[config.mk]
export PLATFORM = sky130hd
export DESIGN_NAME = bbe_div_cell
export DESIGN_NICKNAME = d
export VERILOG_FILES = /design/src/rtl/core/bbe_pkg.sv /design/src/rtl/core/bbe_div_cell.sv
export SDC_FILE = /design/constraint.sdc
export NUM_CORES = 1
export LEC_CHECK = 0
export ABC_AREA = 1
export BUFFER_PORTS_ARGS = -buffer_cell sky130_fd_sc_hd__buf_2
export CAP_MARGIN = 20
export CELL_PAD_IN_SITES_DETAIL_PLACEMENT = 1
export CELL_PAD_IN_SITES_GLOBAL_PLACEMENT = 1
export CORE_ASPECT_RATIO = 0.75
export CORE_UTILIZATION = 32
export DETAILED_ROUTE_END_ITERATION = 8
export PLACE_DENSITY = 0.93
export SLEW_MARGIN = 0
export SYNTH_ARGS = -nofsm -noshare
export SYNTH_HDL_FRONTEND = slang
export SYNTH_SLANG_ARGS = --single-unit
[constraint.sdc]
create_clock -name clk -period 1.8 [get_ports clk]
set_input_delay 0 -clock clk [delete_from_list [all_inputs] [get_ports clk]]
set_output_delay 0 -clock clk [all_outputs]
set_load 0.02 [all_outputs]
[src/rtl/core/bbe_pkg.sv]
// Shared constants, types and state codes of the edge-clipped RGB box blur.
// Used by the top module and the divider cell; depends on nothing.
`default_nettype none
package bbe_pkg;
  localparam int MAX_WINDOW = 7;
  localparam int MAX_WIDTH = 2048;
  localparam int MAX_HEIGHT = 2048;
  localparam int STORE_DEPTH = (MAX_WINDOW - 1) * MAX_WIDTH + MAX_WINDOW;
  localparam int ADDR_W = $clog2(STORE_DEPTH);
  localparam int CFG_DIM_W = 12;
  localparam int CFG_WIN_W = 3;
  localparam int COL_W = $clog2(MAX_WIDTH);
  localparam int OROW_W = $clog2(MAX_HEIGHT);
  localparam int ROW_W = $clog2(MAX_HEIGHT + 1);
  localparam int K_W = $clog2(MAX_WIDTH * MAX_HEIGHT);
  localparam int OFF_W = $clog2(MAX_WINDOW + 1);
  localparam int NCH = 3;
  localparam int CH_W = 8;
  localparam int PIX_W = NCH * CH_W;
  localparam int SUM_W = $clog2(MAX_WINDOW * MAX_WINDOW * 255 + 1);
  localparam int CNT_W = $clog2(MAX_WINDOW * MAX_WINDOW + 1);
  localparam int PADDR_W = 4;
  localparam int PDATA_W = 32;

  localparam logic [1:0] REG_WIDTH = 2'd0;
  localparam logic [1:0] REG_HEIGHT = 2'd1;
  localparam logic [1:0] REG_WINDOW = 2'd2;

  typedef struct packed {
    logic valid;
    logic last;
    logic [CNT_W-1:0] cnt;
    logic [NCH-1:0][CNT_W-1:0] rem;
    logic [NCH-1:0][SUM_W-1:0] num;
    logic [NCH-1:0][SUM_W-1:0] quo;
  } div_stage_t;

  typedef enum logic [5:0] {
    ST_IDLE  = 6'b000001,
    ST_SCAN  = 6'b000010,
    ST_DRAIN = 6'b000100,
    ST_FEED  = 6'b001000,
    ST_DIV   = 6'b010000,
    ST_OUT   = 6'b100000
  } state_t;
endpackage
`default_nettype wire

[src/rtl/core/bbe_div_cell.sv]
// One restoring-division cell: resolves one quotient bit for all three channels.
// Depends on bbe_pkg for the stage struct and widths.
`default_nettype none
module bbe_div_cell (
  input  wire logic               clk,
  input  wire logic               rst_n,
  input  wire bbe_pkg::div_stage_t d_in,
  output bbe_pkg::div_stage_t     d_out
);
  bbe_pkg::div_stage_t stage_nxt;
  logic [bbe_pkg::CNT_W:0] trial [bbe_pkg::NCH];
  logic                    ge [bbe_pkg::NCH];
  logic [bbe_pkg::CNT_W:0] diff [bbe_pkg::NCH];

  always_comb begin
    stage_nxt = d_in;
    for (int i = 0; i < bbe_pkg::NCH; i++) begin
      trial[i] = {d_in.rem[i], d_in.num[i][bbe_pkg::SUM_W-1]};
      ge[i] = trial[i] >= {1'b0, d_in.cnt};
      diff[i] = trial[i] - {1'b0, d_in.cnt};
      stage_nxt.rem[i] = ge[i] ? diff[i][bbe_pkg::CNT_W-1:0]
                               : trial[i][bbe_pkg::CNT_W-1:0];
      stage_nxt.num[i] = {d_in.num[i][bbe_pkg::SUM_W-2:0], 1'b0};
      stage_nxt.quo[i] = {d_in.quo[i][bbe_pkg::SUM_W-2:0], ge[i]};
    end
  end

  always_ff @(posedge clk) begin
    if (!rst_n) begin
      d_out.valid <= 1'b0;
    end else begin
      d_out.valid <= stage_nxt.valid;
    end
    d_out.last <= stage_nxt.last;
    d_out.cnt <= stage_nxt.cnt;
    d_out.rem <= stage_nxt.rem;
    d_out.num <= stage_nxt.num;
    d_out.quo <= stage_nxt.quo;
  end
endmodule
`default_nettype wire
==> flow_metrics.env <==
export IMPL_drc=0
export IMPL_die_area_mm2=0.0113
export IMPL_power_per_cell_area_mw_per_mm2=987
export IMPL_finalCritPeriodShare=0.960
export IMPL_rows=32
export IMPL_grt_max_degree=22
export IMPL_diodes=0
export IMPL_cts_root_buffer="clkbuf_16"
export IMPL_dp_slack_ps=177
export IMPL_cts_buffers=9
export IMPL_cts_path_max_buffers=2
export IMPL_cp_slowest_cell="dlygate4sd3_1"
export IMPL_die_height_um=92.2
export IMPL_max_stage_delay_ps=550
export IMPL_status="complete, no violations"
export IMPL_setup_violations=0
export IMPL_antenna_found_initial=0
export IMPL_yosys_area_share_simple=0.167
export IMPL_min_path_type="primary input to register"
export IMPL_routabilityCongestion=0.800
export IMPL_clk_pin_slew_worst_paths_ps=80
export IMPL_drive_gt1_frac=0.401
export IMPL_synth_most_common_cell="dfxtp_1"
export IMPL_cp_data_arrival_time_ps=1970
export IMPL_grt_pass1_vias=4015
export IMPL_core_area_mm2=0.0104
export IMPL_syn_inst=326
export IMPL_async_reset_ff_frac=0
export IMPL_largest_register="d_out"
export IMPL_worst_setup_path_start_kind="primary input"
export IMPL_synth_compound_area_frac=0.0386
export IMPL_final_max_slew_violation_count=0
export IMPL_synthDistinctLibCells=27
export IMPL_ir_worst_vdd_v=0.000692
export IMPL_io_buffers=215
export IMPL_synth_top_family_by_area="simple AND/OR/NAND/NOR gates"
export IMPL_synth_common_cells="dfxtp_1, nand2_1, inv_1, ha_1, nand3_1"
export IMPL_crit_type="primary input to register"
export IMPL_crit_buf_inv=3
export IMPL_grt_usage=0.271
export IMPL_ios=222
export IMPL_syn2layout_area_growth_pct=75.3
export IMPL_reg_top3="d_out (107)"
export IMPL_synth_area_top_cells="dfxtp_1, ha_1, nand2_1"
export IMPL_fin_ws_ps=72.8
export IMPL_vias=3531
export IMPL_synth_avg_cell_area_um2=10.6
export IMPL_initial_core_util=0.333
export IMPL_leakage_nw=3.14
export IMPL_fp_dieW_um=122
export IMPL_synth_edf_count=0
export IMPL_htreeDepth=3
export IMPL_synth_fa_ha_area_frac=0.0930
export IMPL_crit_top_cell="nand2_1"
export IMPL_dr_pass1_iters=4
export IMPL_cts_sinks=107
export IMPL_hold_depth=5
export IMPL_ys_flop_type="dfxtp_1"
export IMPL_routed_wl_mm=15.2
export IMPL_dp_hpwl_mm=8.71
export IMPL_overflow=0
export IMPL_timing_final_crit_period_ps=1730
export IMPL_crit_family="buffers and inverters"
export IMPL_seq_area_frac_synth=0.617
export IMPL_cts_tree="done"
export IMPL_crit_chain="dlygate4sd3_1 -> buf_2 -> inv_1 -> ha_1 -> nand2_1 -> nand2_1 -> a21oi_4 -> nand3_4 -> nand2_1 -> o21ai_1"
export IMPL_maxCapViolations=0
export IMPL_whs_endpoint="d_out[95]"
export IMPL_ys_ff_latch=107
export IMPL_fmax_mhz=579
export IMPL_yosys_warnings=0
export IMPL_synth_top_area_share=0.617
export IMPL_final_hold_violation_count=0
export IMPL_syn_cell_area_mm2=0.00347
export IMPL_min_delay_start="d_in[95]"
export IMPL_finish_utilization=0.584
export IMPL_vias_per_cell=4.44
export IMPL_largest_reg_flops=107
export IMPL_finalSetupTns_ps=0
export IMPL_wire_per_inst_um=19.1
export IMPL_grt_pass1_wl_mm=22.2
export IMPL_nets=790
export IMPL_worstPathRequired_ps=2040
export IMPL_drtIter0Drc=82
export IMPL_end_kind="register"
export IMPL_cp_max_fo=11
export IMPL_synth_xor_area_share=0.0126
export IMPL_ant_nets=0
export IMPL_synth_mux_area_frac=0
export IMPL_yosys_area_top_type="dfxtp_1"
-- worst max path at each step --
stage          slack, ps   endpoint  depth (start not counted)      start
2_1_floorplan        600  d_out[93]                          8  d_in[104]
3_3_place_gp         220  d_out[94]                          9  d_in[103]
3_5_place_dp         180  d_out[96]                         11  d_in[104]
4_1_cts               30  d_out[96]                         10  d_in[107]
5_1_grt              -20  d_out[88]                         10  d_in[106]
6_report              70  d_out[88]                         10  d_in[106]
-- cell families after synthesis --
| family | Yosys count |
|---|---|
| and+or+nand+nor | 116 |
| AOI/OAI and AO/OA | 17 |
| buffers and inverters | 56 |
| other | 1 |
| xor gates and xnor gates | 5 |
| adders and majority gates | 24 |
| DFF | 107 |
-- metrics by stage --
stage | cell area (um^2) | hold WS, ps | std cells | total power [W]
floorplan | 3480 | 27.7 | 328 | 0.00324
global placement | 4670 | 102 | 673 | 0.00358
detailed placement | 4670 | 104 | 673 | 0.00363
CTS | 6050 | 41.2 | 794 | 0.00595
global route | 6080 | 75.3 | 795 | 0.00625
finish | 6080 | 69.0 | 795 | 0.00601
-- worst min-delay path: stages --
cell,delay [ps]
buf_2,90
or2_1,110
a21oi_2,50
nand4_1,70
nand2_1,50
-- power by group --
group | leakage, nW | total [W] | internal [W] | switching [W]
Clock | 0.160 | 0.00218 | 0.00114 | 0.00104
Combinational | 2.08 | 0.00122 | 0.000512 | 0.000711
Sequential | 0.903 | 0.00261 | 0.00255 | 0.0000614
Total | 3.14 | 0.00601 | 0.00419 | 0.00181
-- placed cells by master (no fill, tap or decap), drive strengths merged --
cell         count
buf            216
dfxtp          107
dlygate4sd3    105
nand2           69
inv             54
ha              21
nand3           18
o21ai           13
nor2            10
nand4            9
clkbuf           9
nand3b           4
or2              4
a21oi            4
xnor2            3
fa               3
conb             3
xor2             2
clkinv           2
nor3             2
bufinv           1
-- final cells by class --
type | count | area, um^2
Sequential cell | 107 | 2140
Clock buffer | 9 | 225
Tap cell | 136 | 170
Clock inverter | 7 | 103
Fill cell | 1205 | 4330
Timing Repair Buffer | 321 | 2130
Multi-Input combinational cell | 165 | 1120
Inverter | 50 | 188
-- per-layer routing --
metal / routed length, um / track usage / up-vias / share of wire
met4: 642 / 0.131 / 0 / 0.042
li1: - / - / 1679 / -
met2: 7970 / 0.515 / 143 / 0.53
met5: 0 / 0 / - / 0
met1: 5620 / 0.265 / 1662 / 0.37
met3: 934 / 0.0784 / 47 / 0.062
-- repair_timing --
item	4_1_cts	5_1_grt
buffers inserted	0	1
hold buffers	105	0
endpoints found under the hold margin	104	0
gates resized for setup	0	4
endpoints found under the setup margin	0	18
No activity file was read; power rests on OpenSTA's default activity.
